--- config.mk ---
export PLATFORM = sky130hd
export DESIGN_NAME = live_edge_latency_monitor_unit
export DESIGN_NICKNAME = d
export VERILOG_FILES = /design/src/design/lelm_pkg.sv /design/src/design/lelm_ctrl.sv /design/src/design/lelm_dpath.sv /design/src/design/live_edge_latency_monitor_unit.sv
export SDC_FILE = /design/constraint.sdc
export NUM_CORES = 2
export LEC_CHECK = 0
export ABC_AREA = 1
export BUFFER_PORTS_ARGS = -buffer_cell sky130_fd_sc_hd__clkbuf_2
export CORE_UTILIZATION = 55
export CTS_CLUSTER_DIAMETER = 50
export DETAILED_ROUTE_END_ITERATION = 8
export PLACE_DENSITY = 0.74
export SYNTH_ARGS = -nofsm -noshare
export SYNTH_HDL_FRONTEND = slang
export SYNTH_SLANG_ARGS = --single-unit
--- constraint.sdc ---
create_clock -name clk_i -period 5.2 [get_ports clk_i]
set_input_delay 0.52 -clock clk_i [delete_from_list [all_inputs] [get_ports clk_i]]
set_output_delay 0.52 -clock clk_i [all_outputs]
set_load 0.005 [all_outputs]
--- src/design/lelm_pkg.sv ---
`timescale 1ns / 1ps

package lelm_pkg;

  // field widths
  localparam int TIME_W   = 32;
  localparam int STAMP_W  = 33;
  localparam int LAT_W    = 33;
  localparam int THR_W    = 16;
  localparam int WIN_W    = 20;
  localparam int NUM_W    = 16;
  localparam int DEN_W    = 24;
  localparam int CFG_W    = 24;
  localparam int OFF_W    = 48;

  // datapath widths
  localparam int MAG_W    = STAMP_W;            // |stamp difference|
  localparam int ACC_W    = MAG_W + NUM_W;      // mag * num
  localparam int PROD_W   = ACC_W + 10;         // mag * num * 1000
  localparam int WIDE_W   = PROD_W + 2;         // signed offset before saturation

  // iteration counts
  localparam int MUL_STEPS = NUM_W;
  localparam int DIV_STEPS = PROD_W;
  localparam int CNT_W     = $clog2(DIV_STEPS);
  localparam logic [CNT_W-1:0] MUL_LAST = CNT_W'(MUL_STEPS - 1);
  localparam logic [CNT_W-1:0] DIV_LAST = CNT_W'(DIV_STEPS - 1);

  // register indexes
  localparam logic [1:0] CFG_LAG_THRESHOLD = 2'd0;
  localparam logic [1:0] CFG_WINDOW_LENGTH = 2'd1;
  localparam logic [1:0] CFG_TIMEBASE_NUM  = 2'd2;
  localparam logic [1:0] CFG_TIMEBASE_DEN  = 2'd3;

  // register reset values
  localparam logic [THR_W-1:0] THR_RESET = THR_W'(2500);
  localparam logic [WIN_W-1:0] WIN_RESET = WIN_W'(10000);
  localparam logic [NUM_W-1:0] NUM_RESET = NUM_W'(1);
  localparam logic [DEN_W-1:0] DEN_RESET = DEN_W'(1000);

  typedef enum logic [2:0] {
    ST_IDLE,
    ST_PREP,
    ST_MUL,
    ST_SCALE,
    ST_DIV,
    ST_OFFS,
    ST_WIN,
    ST_UPD
  } lelm_state_e;

  typedef struct packed {
    logic load;      // capture input request
    logic prep;      // anchor and stamp difference
    logic mul_step;  // one bit of mag * num
    logic scale;     // times 1000, load divider
    logic div_step;  // one quotient bit
    logic offs;      // offset and window age
    logic win;       // rolling minimum update
    logic emit;      // write result register
  } lelm_cmd_t;

  typedef struct packed {
    logic stamp_valid;
    logic out_free;
  } lelm_status_t;

endpackage

--- src/design/lelm_ctrl.sv ---
`timescale 1ns / 1ps

module lelm_ctrl
  import lelm_pkg::*;
(
  input  logic         clk_i,
  input  logic         rst_ni,
  input  logic         in_valid_i,
  output logic         in_ready_o,
  output lelm_cmd_t    cmd_o,
  input  lelm_status_t status_i
);

  lelm_state_e state_q, state_d;
  logic [CNT_W-1:0] cnt_q, cnt_d;

  always_ff @(posedge clk_i or negedge rst_ni) begin
    if (!rst_ni) begin
      state_q <= ST_IDLE;
      cnt_q   <= '0;
    end else begin
      state_q <= state_d;
      cnt_q   <= cnt_d;
    end
  end

  // next state
  always_comb begin
    state_d = state_q;
    unique case (state_q)
      ST_IDLE:  if (in_valid_i) state_d = ST_PREP;
      ST_PREP:  state_d = status_i.stamp_valid ? ST_MUL : ST_UPD;
      ST_MUL:   if (cnt_q == MUL_LAST) state_d = ST_SCALE;
      ST_SCALE: state_d = ST_DIV;
      ST_DIV:   if (cnt_q == DIV_LAST) state_d = ST_OFFS;
      ST_OFFS:  state_d = ST_WIN;
      ST_WIN:   state_d = ST_UPD;
      ST_UPD:   if (status_i.out_free) state_d = ST_IDLE;
      default:  state_d = ST_IDLE;
    endcase
  end

  // outputs
  always_comb begin
    cmd_o      = '0;
    in_ready_o = 1'b0;
    cnt_d      = '0;
    unique case (state_q)
      ST_IDLE: begin
        in_ready_o = 1'b1;
        cmd_o.load = in_valid_i;
      end
      ST_PREP:  cmd_o.prep = status_i.stamp_valid;
      ST_MUL: begin
        cmd_o.mul_step = 1'b1;
        cnt_d = (cnt_q == MUL_LAST) ? '0 : cnt_q + 1'b1;
      end
      ST_SCALE: cmd_o.scale = 1'b1;
      ST_DIV: begin
        cmd_o.div_step = 1'b1;
        cnt_d = (cnt_q == DIV_LAST) ? '0 : cnt_q + 1'b1;
      end
      ST_OFFS:  cmd_o.offs = 1'b1;
      ST_WIN:   cmd_o.win = 1'b1;
      ST_UPD:   cmd_o.emit = status_i.out_free;
      default:  cmd_o = '0;
    endcase
  end

endmodule

--- src/design/lelm_dpath.sv ---
`timescale 1ns / 1ps

module lelm_dpath
  import lelm_pkg::*;
(
  input  logic               clk_i,
  input  logic               rst_ni,
  input  lelm_cmd_t          cmd_i,
  output lelm_status_t       status_o,
  input  logic [TIME_W-1:0]  arrival_ms_i,
  input  logic [STAMP_W-1:0] decode_stamp_i,
  input  logic               stamp_valid_i,
  input  logic               cfg_we_i,
  input  logic [1:0]         cfg_index_i,
  input  logic [CFG_W-1:0]   cfg_data_i,
  input  logic               out_ready_i,
  output logic               out_valid_o,
  output logic [LAT_W-1:0]   latency_ms_o,
  output logic               latency_valid_o,
  output logic               reconnect_o
);

  // configuration
  logic [THR_W-1:0] thr_q;
  logic [WIN_W-1:0] win_len_q;
  logic [NUM_W-1:0] num_q;
  logic [DEN_W-1:0] den_q;

  // monitor state
  logic                     anchored_q;
  logic [STAMP_W-1:0]       anchor_stamp_q;
  logic [TIME_W-1:0]        anchor_time_q;
  logic [TIME_W-1:0]        win_start_q;
  logic signed [OFF_W-1:0]  cur_min_q;
  logic signed [OFF_W-1:0]  prev_min_q;

  // item payload and working registers
  logic [TIME_W-1:0]        arrival_q;
  logic [STAMP_W-1:0]       stamp_q;
  logic                     svalid_q;
  logic                     neg_q;
  logic [MAG_W-1:0]         mag_q;
  logic [ACC_W-1:0]         acc_q;
  logic [NUM_W-1:0]         nsh_q;
  logic [PROD_W-1:0]        quo_q;
  logic [DEN_W-1:0]         rem_q;
  logic signed [OFF_W-1:0]  offset_q;
  logic                     age_gt_q;
  logic signed [OFF_W-1:0]  min_q;

  // result register
  logic                     out_valid_q;
  logic [LAT_W-1:0]         out_lat_q;
  logic                     out_lv_q;
  logic                     out_rc_q;

  logic                     out_free;
  logic [STAMP_W-1:0]       eff_stamp;
  logic [STAMP_W:0]         diff;
  logic [STAMP_W:0]         diff_neg;
  logic [ACC_W-1:0]         acc_next;
  logic [PROD_W-1:0]        prod;
  logic [DEN_W-1:0]         den_eff;
  logic [DEN_W:0]           trial;
  logic                     qbit;
  logic [TIME_W-1:0]        real_ms;
  logic [TIME_W-1:0]        age;
  logic signed [WIDE_W-1:0] real_wide;
  logic signed [WIDE_W-1:0] q_wide;
  logic signed [WIDE_W-1:0] off_wide;
  logic [WIDE_W-OFF_W:0]    off_hi;
  logic signed [OFF_W-1:0]  off_sat;
  logic signed [OFF_W-1:0]  new_cur;
  logic signed [OFF_W-1:0]  new_prev;
  logic signed [OFF_W:0]    lat_wide;
  logic [OFF_W-1:0]         lat_mag;
  logic [LAT_W-1:0]         lat_sat;
  logic                     lat_over;

  assign out_free             = !out_valid_q || out_ready_i;
  assign status_o.stamp_valid = svalid_q;
  assign status_o.out_free    = out_free;

  // stamp difference against the anchor, or against itself on a fresh anchor
  assign eff_stamp = anchored_q ? anchor_stamp_q : stamp_q;
  assign diff      = {1'b0, stamp_q} - {1'b0, eff_stamp};
  assign diff_neg  = '0 - diff;

  // msb-first shift-add multiply by num
  assign acc_next = {acc_q[ACC_W-2:0], 1'b0} + (nsh_q[NUM_W-1] ? ACC_W'(mag_q) : '0);

  // times 1000 as 1024 - 16 - 8
  assign prod = {acc_q, 10'b0} - PROD_W'({acc_q, 4'b0}) - PROD_W'({acc_q, 3'b0});

  // restoring division, zero denominator taken as one
  assign den_eff = (den_q == '0) ? DEN_W'(1) : den_q;
  assign trial   = {rem_q, quo_q[PROD_W-1]};
  assign qbit    = (trial >= {1'b0, den_eff});

  // offset = real elapsed minus signed stream elapsed, saturated to 48 bits
  assign real_ms   = arrival_q - anchor_time_q;
  assign age       = arrival_q - win_start_q;
  assign real_wide = $signed({{(WIDE_W-TIME_W){1'b0}}, real_ms});
  assign q_wide    = $signed({2'b0, quo_q});
  assign off_wide  = neg_q ? (real_wide + q_wide) : (real_wide - q_wide);
  assign off_hi    = off_wide[WIDE_W-1:OFF_W-1];

  always_comb begin
    if (!off_wide[WIDE_W-1] && (off_hi != '0)) begin
      off_sat = {1'b0, {(OFF_W-1){1'b1}}};
    end else if (off_wide[WIDE_W-1] && (off_hi != '1)) begin
      off_sat = {1'b1, {(OFF_W-1){1'b0}}};
    end else begin
      off_sat = off_wide[OFF_W-1:0];
    end
  end

  // window rotation or running minimum
  always_comb begin
    new_prev = prev_min_q;
    new_cur  = cur_min_q;
    if (age_gt_q) begin
      new_prev = cur_min_q;
      new_cur  = offset_q;
    end else if (offset_q < cur_min_q) begin
      new_cur  = offset_q;
    end
  end

  // latency against the two-window minimum
  assign lat_wide = {offset_q[OFF_W-1], offset_q} - {min_q[OFF_W-1], min_q};
  assign lat_mag  = lat_wide[OFF_W] ? '0 : lat_wide[OFF_W-1:0];
  assign lat_sat  = (lat_mag[OFF_W-1:LAT_W] != '0) ? '1 : lat_mag[LAT_W-1:0];
  assign lat_over = (lat_mag > OFF_W'(thr_q));

  // configuration registers
  always_ff @(posedge clk_i or negedge rst_ni) begin
    if (!rst_ni) begin
      thr_q     <= THR_RESET;
      win_len_q <= WIN_RESET;
      num_q     <= NUM_RESET;
      den_q     <= DEN_RESET;
    end else if (cfg_we_i) begin
      unique case (cfg_index_i)
        CFG_LAG_THRESHOLD: thr_q     <= cfg_data_i[THR_W-1:0];
        CFG_WINDOW_LENGTH: win_len_q <= cfg_data_i[WIN_W-1:0];
        CFG_TIMEBASE_NUM:  num_q     <= cfg_data_i[NUM_W-1:0];
        CFG_TIMEBASE_DEN:  den_q     <= cfg_data_i[DEN_W-1:0];
        default: ;
      endcase
    end
  end

  // monitor state
  always_ff @(posedge clk_i or negedge rst_ni) begin
    if (!rst_ni) begin
      anchored_q     <= 1'b0;
      anchor_stamp_q <= '0;
      anchor_time_q  <= '0;
      win_start_q    <= '0;
      cur_min_q      <= '0;
      prev_min_q     <= '0;
    end else if (cmd_i.emit && svalid_q && lat_over) begin
      anchored_q     <= 1'b0;
      anchor_stamp_q <= '0;
      anchor_time_q  <= '0;
      win_start_q    <= '0;
      cur_min_q      <= '0;
      prev_min_q     <= '0;
    end else if (cmd_i.prep && !anchored_q) begin
      anchored_q     <= 1'b1;
      anchor_stamp_q <= stamp_q;
      anchor_time_q  <= arrival_q;
      win_start_q    <= arrival_q;
    end else if (cmd_i.win) begin
      cur_min_q  <= new_cur;
      prev_min_q <= new_prev;
      if (age_gt_q) begin
        win_start_q <= arrival_q;
      end
    end
  end

  // working registers
  always_ff @(posedge clk_i) begin
    if (cmd_i.load) begin
      arrival_q <= arrival_ms_i;
      stamp_q   <= decode_stamp_i;
      svalid_q  <= stamp_valid_i;
    end
    if (cmd_i.prep) begin
      neg_q <= diff[STAMP_W];
      mag_q <= diff[STAMP_W] ? diff_neg[MAG_W-1:0] : diff[MAG_W-1:0];
      acc_q <= '0;
      nsh_q <= num_q;
    end
    if (cmd_i.mul_step) begin
      acc_q <= acc_next;
      nsh_q <= {nsh_q[NUM_W-2:0], 1'b0};
    end
    if (cmd_i.scale) begin
      quo_q <= prod;
      rem_q <= '0;
    end
    if (cmd_i.div_step) begin
      rem_q <= qbit ? DEN_W'(trial - {1'b0, den_eff}) : trial[DEN_W-1:0];
      quo_q <= {quo_q[PROD_W-2:0], qbit};
    end
    if (cmd_i.offs) begin
      offset_q <= off_sat;
      age_gt_q <= (age > TIME_W'(win_len_q));
    end
    if (cmd_i.win) begin
      min_q <= (new_prev < new_cur) ? new_prev : new_cur;
    end
  end

  // result register
  always_ff @(posedge clk_i or negedge rst_ni) begin
    if (!rst_ni) begin
      out_valid_q <= 1'b0;
    end else if (cmd_i.emit) begin
      out_valid_q <= 1'b1;
    end else if (out_ready_i) begin
      out_valid_q <= 1'b0;
    end
  end

  always_ff @(posedge clk_i) begin
    if (cmd_i.emit) begin
      out_lat_q <= svalid_q ? lat_sat : '0;
      out_lv_q  <= svalid_q;
      out_rc_q  <= svalid_q && lat_over;
    end
  end

  assign out_valid_o     = out_valid_q;
  assign latency_ms_o    = out_lat_q;
  assign latency_valid_o = out_lv_q;
  assign reconnect_o     = out_rc_q;

endmodule

--- src/design/live_edge_latency_monitor_unit.sv ---
`timescale 1ns / 1ps
// a packet with a timestamp goes through prep, multiply, scale, divide, offset, window and update;
// one without goes from prep straight to update; a new packet is taken only after the last one has been written to the
//   result register; the 16-step shift-add multiplier and the 59-step restoring divider both run one bit a cycle
// the result register frees the input side: the next packet is taken while a result waits
// reset (rst_ni low, asynchronous) clears the anchor, both minima and the result register,
//   and loads the registers with threshold 2500, window 10000, timebase 1/1000

module live_edge_latency_monitor_unit
  import lelm_pkg::*;
(
  input  logic        clk_i,
  input  logic        rst_ni,

  // packet requests
  input  logic        s_axis_tvalid,
  output logic        s_axis_tready,
  input  logic [71:0] s_axis_tdata,   // arrival_ms [31:0], decode_stamp [64:32], zero pad
  input  logic [0:0]  s_axis_tuser,   // stamp_valid [0]

  // result requests
  output logic        m_axis_tvalid,
  input  logic        m_axis_tready,
  output logic [39:0] m_axis_tdata,   // latency_ms [32:0], zero pad
  output logic [1:0]  m_axis_tuser,   // latency_valid [0], reconnect [1]

  // register writes
  input  logic        cfg_valid_i,
  output logic        cfg_ready_o,
  input  logic [1:0]  cfg_index_i,
  input  logic [23:0] cfg_data_i
);

  lelm_cmd_t        cmd;
  lelm_status_t     status;
  logic [LAT_W-1:0] latency_ms;
  logic             latency_valid;
  logic             reconnect;

  // the user must change registers only while idle; the block does not enforce it, and writes are always taken
  assign cfg_ready_o = 1'b1;

  // sequencer: anchor, multiply, scale, divide, offset, window, emit
  lelm_ctrl u_ctrl (
    .clk_i      (clk_i),
    .rst_ni     (rst_ni),
    .in_valid_i (s_axis_tvalid),
    .in_ready_o (s_axis_tready),
    .cmd_o      (cmd),
    .status_i   (status)
  );

  // arithmetic, monitor state, registers and result register
  lelm_dpath u_dpath (
    .clk_i           (clk_i),
    .rst_ni          (rst_ni),
    .cmd_i           (cmd),
    .status_o        (status),
    .arrival_ms_i    (s_axis_tdata[TIME_W-1:0]),
    .decode_stamp_i  (s_axis_tdata[TIME_W+STAMP_W-1:TIME_W]),
    .stamp_valid_i   (s_axis_tuser[0]),
    .cfg_we_i        (cfg_valid_i),
    .cfg_index_i     (cfg_index_i),
    .cfg_data_i      (cfg_data_i),
    .out_ready_i     (m_axis_tready),
    .out_valid_o     (m_axis_tvalid),
    .latency_ms_o    (latency_ms),
    .latency_valid_o (latency_valid),
    .reconnect_o     (reconnect)
  );

  assign m_axis_tdata = {7'b0, latency_ms};
  assign m_axis_tuser = {reconnect, latency_valid};

endmodule
==> results by stage <==
Logic synthesis:
- In this run, synthesis produced a sequential element count of 660.
- The unique cell type count in the Yosys netlist is 69.
- For this run, the leading register cell type out of synthesis is edfxtp_1.
- The number of synthesis warnings is 0.
- The count of flip-flops with a built-in enable after synthesis is 379.
- After synthesis the cells add up to 0.0533 sq mm.
- The cell count after synthesis came out at 7060.
- The share of the Yosys chip area taken by registers is 0.346.
- Dividing the synthesized area by the synthesized cell count gives 7.55 sq um.
- The proportion of register bits with asynchronous set or reset after synthesis is 0.424.

Floorplan:
- The floorplan row count is 113.
- The horizontal die dimension is 313 um.
- The area enclosed by the die boundary is 0.0982 sq mm.
- For this configuration, the core starts out at a cell density of 0.558.
- The die height is 313 um.
- The core region area is 0.0956 sq mm.
- The number of placed I/O pins is 149.

Detailed routing:
- The total DRC errors in the routed layout is 0.
- The via total after detailed routing is 51484.
- The via count normalized by instance count is 5.71.
- The aggregate routed wire length is 186000 um.
- After the first detailed-routing iteration, the DRC count stood at 4842.
- Once detail routing completed, the nets flagged for antenna violations numbered 0.
- The total iterations of the first detailed-routing run is 6.
- The routed wire length per instance is 20.6 um.

Job:
- Max-cap violations in this run came to 0.

CTS:
- The TritonCTS clock tree is yes.
- The number of buffers created by CTS is 92.
- The clock passes through at most 3 buffers.
- After clock tree synthesis, the clock-pin slew on the worst setup and hold paths is 0.06 ns.
- The clock tree root buffer cell is clkbuf_16.
- The clock latency at the later pin of the worst-skew pair is 0.70 ns.
- Counting every sink on the clock net gives 660.
- The H-tree depth reported by CTS is 3.

Final layout:
- In the final layout, the share of cells above drive strength 1 is 0.179.
- The total number of nets in the final design is 8305.
- In the layout the commonest cells are nand2_1 (1331), inv_1 (1133), a21oi_1 (546).
- The area added between synthesis and finish is 23.0%.
- Leaving out fill and tap cells, the most frequent cell in the layout is nand2_1.
- Fill cells in the final layout number 7971.

Critical path:
- The worst setup path is launched from a flip-flop.
- The element type at the critical path end is a flip-flop.
- Along the worst path, the maximum fanout reaches 6.
- The launch point of the worst reg-to-reg path is u_dpath.arrival_q[2]$_DFFE_PP_.
- Data on the critical path arrives at its endpoint at 5.98 ns.
- Measured in cells, the most critical reg-to-reg path has a length of 37.
- The worst register-to-register path ends at u_dpath.offset_q[15]$_SDFFCE_PP1P_.
- The largest individual stage delay along the critical path comes from the cell edfxtp_1.
- The largest single stage delay on the critical path is 0.43 ns.
- Together, buffers and inverters on the worst path number 9.
- The worst setup slack for register-to-register paths is -0.34 ns.
- The required time of the critical path is 5.65 ns.
- The most numerous cell type found on the critical path is nand2_1.
- The category of the most critical setup path is flip-flop to flip-flop.
- Grouping stages by cell kind, the critical path spends the most delay in simple AND/OR/NAND/NOR gates.

Global route:
- The total track usage is 0.359.
- Global routing finished with a remaining overflow of 0.
- The initial antenna violation count is 6.
- The first global-routing pass estimated 274000 um of wire.
- The via count of the first global-routing pass is 49329.
- Entering global routing, the biggest net connects 102 pins.

Status:
- The flow ran to the end, but the final reports show violations.
- The checks that failed: negative setup slack.

Timing:
- Setup repair after global routing could not meet its margin everywhere.
- The worst hold slack after final layout is 0.0311 ns.
- Headroom to the max-slew limit came out at 0.179.
- The slew at the pin with the worst max-slew slack is 1.22 ns.
- The final-report hold violation count is 0.
- The final number of max-transition violations was 0.
- Based on the critical path, the design can be clocked at up to 0.181 GHz.
- The post-route clock period utilization is 1.06.
- The final setup skew is 0.0474 ns.
- The smallest clock period supported by the final layout is computed as 5.54 ns.
- The count of final setup violators is 48.
- Setup slack on the critical path of the routed design comes to -0.336 ns.

Placed design:
- Detailed placement finished with a half-perimeter wire length of 137000 um.
- Input and output buffers added on the ports amount to 133.
- The final weighted congestion in routability-driven placement is 1.04.

Min path:
- The path type of the worst min-delay path is input port to flip-flop.
- The worst hold path terminates at u_dpath.arrival_q[30]$_DFFE_PP_.
- The worst hold path stage count is 1.
- The worst hold path begins at s_axis_tdata[30].
-- worst max-delay path by stage --
stage	from	to	depth (start not counted)	slack [ns]
after floorplan	u_dpath.arrival_q[2]$_DFFE_PP_	u_dpath.offset_q[14]$_SDFFCE_PP1P_	33	0.02
after global placement	u_dpath.arrival_q[0]$_DFFE_PP_	u_dpath.offset_q[29]$_SDFFCE_PP1P_	36	-0.52
after detailed placement	u_dpath.arrival_q[0]$_DFFE_PP_	u_dpath.offset_q[36]$_SDFFCE_PP1P_	36	-0.62
after CTS	u_dpath.arrival_q[0]$_DFFE_PP_	u_dpath.offset_q[0]$_SDFFCE_PP1P_	38	-0.17
after global routing	u_dpath.arrival_q[8]$_DFFE_PP_	u_dpath.offset_q[15]$_SDFFCE_PP1P_	38	-0.60
final	u_dpath.arrival_q[2]$_DFFE_PP_	u_dpath.offset_q[15]$_SDFFCE_PP1P_	37	-0.34
-- repair_timing --
item                                   4_1_cts  5_1_grt
hold buffers                                64        0
endpoints found under the hold margin      129        0
cloned                                      14       36
setup endpoints to repair                  237      291
buffers inserted                            38       41
pin swaps                                   74       72
resized for setup                          252      338
-- flip-flops by register name, indices dropped and copies added, names as in the netlist, 20 cells and up --
signal,cells
u_dpath.min_q,48
u_dpath.cur_min_q,48
u_dpath.prev_min_q,48
u_dpath.win_len_q,20
u_dpath.offset_q,48
u_dpath.anchor_time_q,32
u_dpath.stamp_q,33
u_dpath.rem_q,24
u_dpath.latency_ms_o,33
u_dpath.acc_q,49
u_dpath.den_q,24
u_dpath.quo_q,59
u_dpath.mag_q,33
u_dpath.arrival_q,32
u_dpath.win_start_q,32
u_dpath.anchor_stamp_q,33
-- cell type report --
class                      instances  area, sq um  area share
antenna                            2         5.00   0.0000763
clock inverter                    63          649     0.00990
clock buffer                     109         2420      0.0368
timing repair buffer             730         6600       0.101
tap                             1265         1580      0.0241
inverter                        1173         4420      0.0673
multi-input combinational       5018        31500       0.480
sequential                       660        18400       0.281
-- cell families (layout without fill, tap and decap cells) --
| kind of cell | after synthesis | after routing | share of synthesized area |
|---|---|---|---|
| buffers and inverters | 1391 | 2075 | 0.103 |
| xor gates and xnor gates | 285 | 285 | 0.0468 |
| DFF | 660 | 660 | 0.346 |
| muxes | 2 | 2 | 0.000375 |
| and+or+nand+nor | 2591 | 2594 | 0.205 |
| adders and majority gates | 526 | 526 | 0.130 |
| other | 2 | 10 | 0.000141 |
| AOI/OAI and AO/OA | 1603 | 1603 | 0.168 |
-- per-stage QoR --
step,cell area [sq um],setup TNS (ns),std cells,worst slack (ns),util
after CTS,63200,-6.41,8942,-0.167,0.662
final,65600,-13.47,9020,-0.336,0.686
after global placement,57900,-24.91,8657,-0.524,0.606
after global routing,65600,-63.78,9018,-0.604,0.686
after floorplan,53400,0,7066,0.0170,-
after detailed placement,57900,-43.99,8657,-0.622,0.606
-- per-layer routing --
metal,wire (um),GRT usage,share of wire
met1,73600,0.441,0.40
met2,87300,0.599,0.47
met3,12400,0.0528,0.067
met4,12800,0.212,0.069
met5,11,0,0.000059
-- Yosys cell counts, drive strengths merged (2+ instances only) --
| library cell | n | share of area |
|---|---|---|
| ha | 476 | 0.11 |
| o21a | 42 | 0.0059 |
| edfxtp | 379 | 0.21 |
| o31ai | 12 | 0.0018 |
| a211oi | 15 | 0.0021 |
| dfrtp | 263 | 0.12 |
| o211ai | 48 | 0.0068 |
| o41ai | 4 | 0.00066 |
| a21boi | 26 | 0.0037 |
| a31oi | 60 | 0.0070 |
| or2 | 14 | 0.0016 |
| a21o | 18 | 0.0025 |
| xnor2 | 97 | 0.016 |
| mux2i | 2 | 0.00038 |
| nand4 | 92 | 0.011 |
| clkbuf | 132 | 0.0093 |
| a221oi | 4 | 0.00066 |
| inv | 1170 | 0.082 |
| nor3 | 84 | 0.0080 |
| nand3 | 418 | 0.042 |
| o2111ai | 3 | 0.00049 |
| xor2 | 188 | 0.031 |
| dfstp | 17 | 0.0084 |
| and3 | 2 | 0.00023 |
| a21oi | 583 | 0.055 |
| conb | 2 | 0.00014 |
| nor4b | 2 | 0.00033 |
| nand3b | 5 | 0.00070 |
| nor4 | 37 | 0.0045 |
| nor3b | 3 | 0.00042 |
| nor2 | 511 | 0.036 |
| nand2 | 1418 | 0.10 |
| fa | 50 | 0.019 |
| and2 | 3 | 0.00035 |
| o21bai | 32 | 0.0046 |
| o221ai | 9 | 0.0015 |
| o21ai | 739 | 0.074 |
| clkinv | 3 | 0.00021 |
| a31o | 2 | 0.00033 |
| buf | 86 | 0.011 |
| o221a | 2 | 0.00042 |
Power is left out: the tool's default activity adds up to more than one toggle a clock period on the data nets, which glitch-free logic cannot reach.
